**src/rtl/sorted_insert_two_key_table_defines.svh**
```systemverilog
// ----------------------------------------------------------------------------
// Sorted insert two-key table: assertion macros
// Shared assertion forms for the table's modules, clocked on clk and
// disabled while arst_n is low.
// ----------------------------------------------------------------------------
`ifndef SORTED_INSERT_TWO_KEY_TABLE_DEFINES_SVH
`define SORTED_INSERT_TWO_KEY_TABLE_DEFINES_SVH

// Property that holds at every clock edge outside reset.
`define STIT_ASSERT(lbl, prop, msg) \
	lbl: assert property (@(posedge clk) disable iff (!arst_n) (prop)) else $error(msg);

// Consequence that must hold in the cycle after the antecedent.
`define STIT_ASSERT_NEXT(lbl, ante, cons, msg) \
	lbl: assert property (@(posedge clk) disable iff (!arst_n) (ante) |=> (cons)) \
		else $error(msg);

`endif

```
**src/rtl/stit_pkg.sv**
```systemverilog
// ----------------------------------------------------------------------------
// Sorted insert two-key table: package
// Field widths and the command and status groups between controller and
// datapath.
// ----------------------------------------------------------------------------
package stit_pkg;

	localparam int LETTER_BITS = 8;
	localparam int RESULT_BITS = 5;

	typedef struct packed {
		logic load;
		logic compare;
		logic commit;
	} stit_cmd_t;

	typedef struct packed {
		logic out_free;
	} stit_sts_t;

endpackage

```
**src/rtl/stit_if.sv**
```systemverilog
// ----------------------------------------------------------------------------
// Sorted insert two-key table: channel interfaces
// Valid/ready channels for insert requests and their results.
// ----------------------------------------------------------------------------
interface stit_in_if #(
	parameter int WEIGHT_BITS = 32
);
	import stit_pkg::*;

	logic                          valid;
	logic                          ready;
	logic [LETTER_BITS-1:0]        letter;
	logic signed [WEIGHT_BITS-1:0] weight;

	modport source (output valid, output letter, output weight, input ready);
	modport sink (input valid, input letter, input weight, output ready);
endinterface

interface stit_out_if;
	import stit_pkg::*;

	logic                   valid;
	logic                   ready;
	logic [RESULT_BITS-1:0] position;
	logic [RESULT_BITS-1:0] fill;
	logic                   dropped;

	modport source (output valid, output position, output fill, output dropped, input ready);
	modport sink (input valid, input position, input fill, input dropped, output ready);
endinterface

```
**src/rtl/stit_ctrl.sv**
```systemverilog
// ----------------------------------------------------------------------------
// Sorted insert two-key table: controller
// Sequences each item through load, compare and commit, and holds the
// commit until the result register is free.
// ----------------------------------------------------------------------------
`include "sorted_insert_two_key_table_defines.svh"

module stit_ctrl (
	input  logic                clk,
	input  logic                arst_n,
	input  logic                in_valid,
	output logic                in_ready,
	input  stit_pkg::stit_sts_t sts,
	output stit_pkg::stit_cmd_t cmd
);
	import stit_pkg::*;

	localparam logic [1:0] ST_IDLE    = 2'd0;
	localparam logic [1:0] ST_COMPARE = 2'd1;
	localparam logic [1:0] ST_COMMIT  = 2'd2;

	logic [1:0] state_q;
	logic [1:0] state_d;

	always_comb begin
		state_d     = state_q;
		in_ready    = 1'b0;
		cmd         = '0;
		unique case (state_q)
			ST_IDLE: begin
				in_ready = 1'b1;
				if (in_valid) begin
					cmd.load = 1'b1;
					state_d  = ST_COMPARE;
				end
			end
			ST_COMPARE: begin
				cmd.compare = 1'b1;
				state_d     = ST_COMMIT;
			end
			ST_COMMIT: begin
				if (sts.out_free) begin
					cmd.commit = 1'b1;
					state_d    = ST_IDLE;
				end
			end
			default: begin
				state_d = ST_IDLE;
			end
		endcase
	end

	always_ff @(posedge clk or negedge arst_n) begin
		if (!arst_n) begin
			state_q <= ST_IDLE;
		end else begin
			state_q <= state_d;
		end
	end

	`STIT_ASSERT_NEXT(a_load_then_compare, cmd.load, cmd.compare,
		"A loaded item did not reach the compare step.")
	`STIT_ASSERT(a_commit_needs_room, !cmd.commit || sts.out_free,
		"Commit issued while the result register was occupied.")
	`STIT_ASSERT_NEXT(a_commit_then_ready, cmd.commit, in_ready,
		"The controller did not return to accepting items after a commit.")

endmodule

```
**src/rtl/stit_dp.sv**
```systemverilog
// ----------------------------------------------------------------------------
// Sorted insert two-key table: datapath
// Holds the sorted row of entries, compares the new item against every
// entry at once, shifts the row on commit and keeps the result register.
// ----------------------------------------------------------------------------
`include "sorted_insert_two_key_table_defines.svh"

module stit_dp #(
	parameter int TABLE_DEPTH = 16,
	parameter int WEIGHT_BITS = 32
) (
	input  logic                                clk,
	input  logic                                arst_n,
	input  stit_pkg::stit_cmd_t                 cmd,
	output stit_pkg::stit_sts_t                 sts,
	input  logic [stit_pkg::LETTER_BITS-1:0]    in_letter,
	input  logic signed [WEIGHT_BITS-1:0]       in_weight,
	output logic                                out_valid,
	input  logic                                out_ready,
	output logic [stit_pkg::RESULT_BITS-1:0]    out_position,
	output logic [stit_pkg::RESULT_BITS-1:0]    out_fill,
	output logic                                out_dropped
);
	import stit_pkg::*;

	localparam int CW = $clog2(TABLE_DEPTH + 1);
	localparam logic [CW-1:0] DEPTH_C = CW'(TABLE_DEPTH);

	logic [LETTER_BITS-1:0]        letter_q;
	logic signed [WEIGHT_BITS-1:0] weight_q;
	logic [TABLE_DEPTH-1:0]        less_q;
	logic [TABLE_DEPTH-1:0]        less_d;
	logic [CW-1:0]                 count_q;
	logic [CW-1:0]                 count_d;
	logic [CW-1:0]                 pos_d;
	logic                          full;
	logic                          insert;

	logic [LETTER_BITS-1:0]        ent_letter_q [TABLE_DEPTH];
	logic signed [WEIGHT_BITS-1:0] ent_weight_q [TABLE_DEPTH];

	logic                          out_valid_q;
	logic [RESULT_BITS-1:0]        out_position_q;
	logic [RESULT_BITS-1:0]        out_fill_q;
	logic                          out_dropped_q;

	assign full   = (count_q == DEPTH_C);
	assign insert = cmd.commit && (pos_d != DEPTH_C);
	assign sts.out_free = !out_valid_q || out_ready;

	always_comb begin
		for (int i = 0; i < TABLE_DEPTH; i++) begin
			less_d[i] = (CW'(i) < count_q) &&
				((ent_letter_q[i] < letter_q) ||
				 ((ent_letter_q[i] == letter_q) && (ent_weight_q[i] < weight_q)));
		end
	end

	// The valid part of the row is sorted, so the smaller entries form a prefix.
	always_comb begin
		pos_d = DEPTH_C;
		for (int i = TABLE_DEPTH - 1; i >= 0; i--) begin
			if (!less_q[i]) begin
				pos_d = CW'(i);
			end
		end
	end

	assign count_d = full ? count_q : count_q + 1'b1;

	always_ff @(posedge clk) begin
		if (cmd.load) begin
			letter_q <= in_letter;
			weight_q <= in_weight;
		end
		if (cmd.compare) begin
			less_q <= less_d;
		end
	end

	for (genvar g = 0; g < TABLE_DEPTH; g++) begin : g_cell
		if (g == 0) begin : g_head
			always_ff @(posedge clk) begin
				if (insert && (pos_d == '0)) begin
					ent_letter_q[g] <= letter_q;
					ent_weight_q[g] <= weight_q;
				end
			end
		end else begin : g_body
			always_ff @(posedge clk) begin
				if (insert) begin
					if (pos_d == CW'(g)) begin
						ent_letter_q[g] <= letter_q;
						ent_weight_q[g] <= weight_q;
					end else if (pos_d < CW'(g)) begin
						ent_letter_q[g] <= ent_letter_q[g-1];
						ent_weight_q[g] <= ent_weight_q[g-1];
					end
				end
			end
		end
	end

	always_ff @(posedge clk or negedge arst_n) begin
		if (!arst_n) begin
			count_q     <= '0;
			out_valid_q <= 1'b0;
		end else begin
			if (insert) begin
				count_q <= count_d;
			end
			if (cmd.commit) begin
				out_valid_q <= 1'b1;
			end else if (out_ready) begin
				out_valid_q <= 1'b0;
			end
		end
	end

	always_ff @(posedge clk) begin
		if (cmd.commit) begin
			out_position_q <= RESULT_BITS'(pos_d);
			out_fill_q     <= RESULT_BITS'(count_d);
			out_dropped_q  <= full;
		end
	end

	assign out_valid    = out_valid_q;
	assign out_position = out_position_q;
	assign out_fill     = out_fill_q;
	assign out_dropped  = out_dropped_q;

	`STIT_ASSERT(a_count_bounded, count_q <= DEPTH_C,
		"Fill count exceeds the table depth.")
	`STIT_ASSERT_NEXT(a_full_stays_full, cmd.commit && full, count_q == DEPTH_C,
		"A full table lost an entry on insert.")
	`STIT_ASSERT_NEXT(a_grow_by_one, cmd.commit && !full,
		count_q == CW'($past(count_q) + 1'b1),
		"Insert into a table with room did not grow it by one entry.")

endmodule

```
**src/rtl/sorted_insert_two_key_table.sv**
```systemverilog
// ----------------------------------------------------------------------------
// Sorted insert two-key table: top level
// Keeps up to TABLE_DEPTH entries in ascending order by letter, then by
// signed weight, and reports for each insert its position, the new fill and
// whether the largest entry fell off a full table.
// ----------------------------------------------------------------------------
// Each item is captured on acceptance, compared against every stored entry at
// once in the next cycle, and then committed in the commit state, when the
// row shifts and the result register loads. The commit waits while the result
// register still holds an unread result, but a new item can be accepted while
// an earlier result waits to be taken. A new entry goes ahead of any equal
// one; on a full table the largest entry is discarded, and if that is the new
// one the position reads as TABLE_DEPTH and the table is left as it was.
module sorted_insert_two_key_table #(
	parameter int TABLE_DEPTH = 16,
	parameter int WEIGHT_BITS = 32
) (
	input  logic       clk,
	input  logic       arst_n,
	stit_in_if.sink    req,
	stit_out_if.source rsp
);
	import stit_pkg::*;

	stit_cmd_t cmd;
	stit_sts_t sts;

	stit_ctrl u_ctrl (
		.clk      (clk),
		.arst_n   (arst_n),
		.in_valid (req.valid),
		.in_ready (req.ready),
		.sts      (sts),
		.cmd      (cmd)
	);

	stit_dp #(
		.TABLE_DEPTH (TABLE_DEPTH),
		.WEIGHT_BITS (WEIGHT_BITS)
	) u_dp (
		.clk          (clk),
		.arst_n       (arst_n),
		.cmd          (cmd),
		.sts          (sts),
		.in_letter    (req.letter),
		.in_weight    (req.weight),
		.out_valid    (rsp.valid),
		.out_ready    (rsp.ready),
		.out_position (rsp.position),
		.out_fill     (rsp.fill),
		.out_dropped  (rsp.dropped)
	);

endmodule
```
**src/flat_wrapper.sv**
```systemverilog
// flat-port wrapper written by rule: the top's interface ports become plain ports
module sorted_insert_two_key_table_flat import stit_pkg::*;
#(
	parameter int TABLE_DEPTH = 16,
	parameter int WEIGHT_BITS = 32
)
  (clk, arst_n, req_valid, req_letter, req_weight, req_ready, rsp_valid, rsp_position, rsp_fill, rsp_dropped, rsp_ready);
  stit_in_if #(.WEIGHT_BITS(WEIGHT_BITS)) req_i ();
  stit_out_if rsp_i ();
  input  logic clk;
  input  logic arst_n;
  input wire logic [$bits(req_i.valid)-1:0] req_valid;
  input wire logic [$bits(req_i.letter)-1:0] req_letter;
  input wire logic [$bits(req_i.weight)-1:0] req_weight;
  output wire logic [$bits(req_i.ready)-1:0] req_ready;
  output wire logic [$bits(rsp_i.valid)-1:0] rsp_valid;
  output wire logic [$bits(rsp_i.position)-1:0] rsp_position;
  output wire logic [$bits(rsp_i.fill)-1:0] rsp_fill;
  output wire logic [$bits(rsp_i.dropped)-1:0] rsp_dropped;
  input wire logic [$bits(rsp_i.ready)-1:0] rsp_ready;
  assign req_i.valid = req_valid;
  assign req_i.letter = req_letter;
  assign req_i.weight = req_weight;
  assign req_ready = req_i.ready;
  assign rsp_valid = rsp_i.valid;
  assign rsp_position = rsp_i.position;
  assign rsp_fill = rsp_i.fill;
  assign rsp_dropped = rsp_i.dropped;
  assign rsp_i.ready = rsp_ready;
  sorted_insert_two_key_table #(.TABLE_DEPTH(TABLE_DEPTH), .WEIGHT_BITS(WEIGHT_BITS)) u_core (.clk(clk), .arst_n(arst_n), .req(req_i), .rsp(rsp_i));
endmodule
```
**config.mk**
```make
export PLATFORM = sky130hd
export DESIGN_NAME = sorted_insert_two_key_table_flat
export DESIGN_NICKNAME = d
export VERILOG_FILES = /design/src/rtl/stit_pkg.sv /design/src/rtl/stit_if.sv /design/src/rtl/stit_ctrl.sv /design/src/rtl/stit_dp.sv /design/src/rtl/sorted_insert_two_key_table.sv /design/src/flat_wrapper.sv
export VERILOG_INCLUDE_DIRS = /design/src /design/src/rtl
export SDC_FILE = /design/constraint.sdc
export NUM_CORES = 2
export LEC_CHECK = 0
export ABC_AREA = 0
export BUFFER_PORTS_ARGS = -buffer_cell sky130_fd_sc_hd__buf_2
export CAP_MARGIN = 20
export CORE_MARGIN = 4
export CORE_UTILIZATION = 30
export CTS_CLUSTER_DIAMETER = 200
export DETAILED_ROUTE_END_ITERATION = 8
export PLACE_DENSITY = 0.46
export SYNTH_ARGS = -nofsm -noshare
export SYNTH_HDL_FRONTEND = slang
export SYNTH_SLANG_ARGS = --single-unit
```
**constraint.sdc**
```tcl
create_clock -name clk -period 3.6 [get_ports clk]
set_input_delay 0.36 -clock clk [delete_from_list [all_inputs] [get_ports clk]]
set_output_delay 0.36 -clock clk [all_outputs]
set_load 0.1 [all_outputs]
```
==> key figures <==
Route
  • Metal2 WL: 63420 um
  • DRC violations left: 0
  • Routed WL per cell: 24.65 um
  • Via density: 5.148
  • DR pass1 iterations: 5
  • Routed length on met1: 64490 um
  • Vias: 29200
  • Initial DRC count: 2033
  • Met3 WL: 6670 um
  • Highest metal used: met5
  • Routed WL: 139800 um
  • Post-route ant nets: 0

Die
  • DIE WIDTH: 384.6 um
  • I/O pin count: 57
  • Initial Util: 0.3034
  • DIE AREA: 147900 um2
  • Die Ht: 384.6 um
  • Row Count: 137
  • Core area: 140200 um2

Place
  • DP Area: 46440 um2
  • Inst Count DP: 5463
  • Port-buffer cells: 56
  • DP HPWL: 103400 um
  • Final GP Congestion: 0.8794

Synthesis
  • Share of the synthesized area in the top cell type: 0.4991
  • Syn Area/Cell: 12.31 um2
  • Ys flop type: edfxtp_1
  • Cell with the most instances after synthesis: edfxtp_1
  • Area contributors post-synth: edfxtp_1, ha_1, mux2_2
  • Post-synth EDFFs: 707
  • Synth unique cells: 74
  • Ys Warns: 0
  • #FFs+latches synth: 715
  • Ys async rst share: 0.01119
  • Top cell type by total area after synthesis: edfxtp_1
  • Seq/Total Area, Yosys: 0.5038
  • Post-Synthesis Cells: 3456
  • Synth cell count leaders: edfxtp_1, ha_1, o21ai_0
  • Syn Nets: 4126
  • Synthesized area: 42540 um2

STA
  • Slew headroom: 0.3567
  • Fmax: 290.1 MHz
  • Post-route setup TNS: 0 ns
  • Worst Skew: 0.02870 ns
  • Final setup fails: 0
  • Final hold vios: 0
  • Final Slew Violations: 0
  • Post-route clock period utilization: 0.9574
  • Min Clock Period, post-route: 3.447 ns
  • Slew @ Worst Pin: 0.9406 ns

Pwr
  • Lkg Pwr: 0.01871 uW
  • Power per standard cell area: 698.3 nW/um2
  • Max rail drop VDD: 337.3 uV

Critical path
  • Setup CP Type: flip-flop to flip-flop
  • Crit-path leading delay family: compound AO/OA/AOI/OAI gates
  • CP max stage delay: 0.43 ns
  • Crit path buf inv count: 3
  • Crit-path max FO: 11
  • R2R Setup Slk: 0.15 ns
  • Worst Path Required: 4.05 ns
  • Most used cell, CP: buf_4
  • Highest-delay cell along the critical path: a2111oi_0
  • Critical Path Start Type: flip-flop
  • CP Capture Type: flip-flop
  • Crit path DAT: 3.90 ns
  • Cell Chain, Critical Path: inv_1, buf_4, ha_1, a2111oi_0, nand2_1, a31oi_2, o31ai_1, buf_4, a31oi_1, xor2_2, o41ai_1

Clock tree
  • CTS Buf Count: 89
  • Clock tree buffer depth: 3
  • CTS tree: built
  • H-tree depth: 3
  • Worst-path clk slew: 0.06 ns
  • Clk root buf: clkbuf_16
  • Clk Latency, worst-skew pair: 0.68 ns
  • Clock Sinks: 715

Layout
  • Fillers: 13770
  • Finished Layout Cells: 5672
  • Nets@finish: 4390
  • Layout cells sized above 1: 0.1943
  • Post-Route Utilization: 0.3555
  • Layout area overhead: 17.17%
  • Finished Cell Area: 49840 um2

GRT
  • Number of antenna violations at the first check in global routing: 6
  • Largest net degree at the start of global routing: 83
  • Vias in the first global route: 29340
  • GRT Total Usage: 0.1870
  • First-pass GRT wire length: 202500 um
  • Gr ovfl total: 0

Flow run
  • Number of max-cap violations: 0

Outcome
  • Status: finished clean

Min path
  • Worst min path class: input port to async pin
report_power, final:
group          switching [uW]  internal (uW)  total [uW]
clock network            3750           5580        9330
logic                    7620           4600       12200
registers                1160          12100       13300
flip-flops by register name (all words and copies together), names as in the netlist, 2 cells and up:
name / count
u_core.u_dp.letter_q: 8
u_core.u_dp.ent_letter_q: 128
u_core.u_ctrl.state_q: 2
u_core.u_dp.count_q: 5
u_core.u_dp.ent_weight_q: 512
u_core.u_dp.out_fill: 5
u_core.u_dp.out_position: 5
u_core.u_dp.less_q: 16
u_core.u_dp.weight_q: 32
path summary, 6_finish.rpt:
check	start	end	cells past startpoint
worst max-delay path	u_core.u_dp.weight_q[6]	u_core.u_dp.less_q[3]	11
max in group asynchronous	arst_n	u_core.u_ctrl.state_q[1]	2
worst max register to register	u_core.u_dp.weight_q[6]	u_core.u_dp.less_q[3]	11
min in group clk	req_weight[2]	u_core.u_dp.weight_q[2]	1
worst min-delay path	arst_n	u_core.u_dp.count_q[1]	2
worst min register to register	u_core.u_dp.out_valid	u_core.u_dp.out_valid	2
per-stage QoR:
stage,hold WS (ns),total power [uW],setup slack [ns]
6_report,0.08187,34810,0.1532
5_1_grt,0.04634,36860,-0.01661
4_1_cts,0.02076,35180,0.03368
3_5_place_dp,0.2532,25620,0.08730
3_3_place_gp,0.2494,25570,0.03679
2_1_floorplan,0.06441,20510,0.1217
cell usage in the layout, fill, tap and decap left out, drive strengths merged, types with 10 or more instances in the layout:
master,netlist,layout
a31oi,22,22
bufinv,0,11
a211oi,47,47
dlygate4sd3,0,42
o21a,13,13
edfxtp,707,707
mux2,365,365
nand3,60,60
ha,626,626
nand2,343,343
nand2b,32,32
buf,42,262
xnor2,10,10
nor2,97,97
o211ai,32,32
nor3,36,36
nor2b,28,28
o21ai,375,375
clkinv,1,28
clkbuf,89,121
a21oi,158,158
nand4,108,108
inv,80,80
a2111oi,19,19
a21o,38,38
logic make-up after synthesis:
logic type               after synthesis  share of synthesized area
buffers and inverters                212                    0.02079
AO/OA/AOI/OAI                        777                     0.1093
multiplexers                         366                    0.09686
adder cells (fa/ha/maj)              626                     0.1841
flip-flops                           715                     0.5038
XOR/XNOR                              13                   0.002677
AND/OR/NAND/NOR                      747                    0.08247
what timing repair did:
| item | CTS | global route |
|---|---|---|
| hold buffers | 42 | 0 |
| buffers inserted | 0 | 0 |
| endpoints found under the hold margin | 50 | 0 |
| endpoints found under the setup margin | 0 | 1 |
| gates resized for setup | 0 | 2 |
final cells by class:
| class | count | area [um2] | share of cell area |
|---|---|---|---|
| Tap cell | 1876 | 2347 | 0.04709 |
| Antenna cell | 3 | 7.507 | 0.0001506 |
| Clock inverter | 43 | 485.5 | 0.009740 |
| Sequential cell | 715 | 21430 | 0.4300 |
| Multi-Input combinational cell | 2529 | 20320 | 0.4077 |
| Clock buffer | 121 | 2472 | 0.04960 |
| Inverter | 81 | 321.6 | 0.006451 |
| Timing Repair Buffer | 304 | 2460 | 0.04935 |
per-layer routing:
| metal | vias up | global-route usage |
|---|---|---|
| met5 | - | 0 |
| met4 | 2 | 0.07250 |
| met3 | 177 | 0.02731 |
| met2 | 645 | 0.2987 |
| met1 | 14380 | 0.2558 |
| li1 | 14000 | - |
No activity file was read; power rests on OpenSTA's default activity.
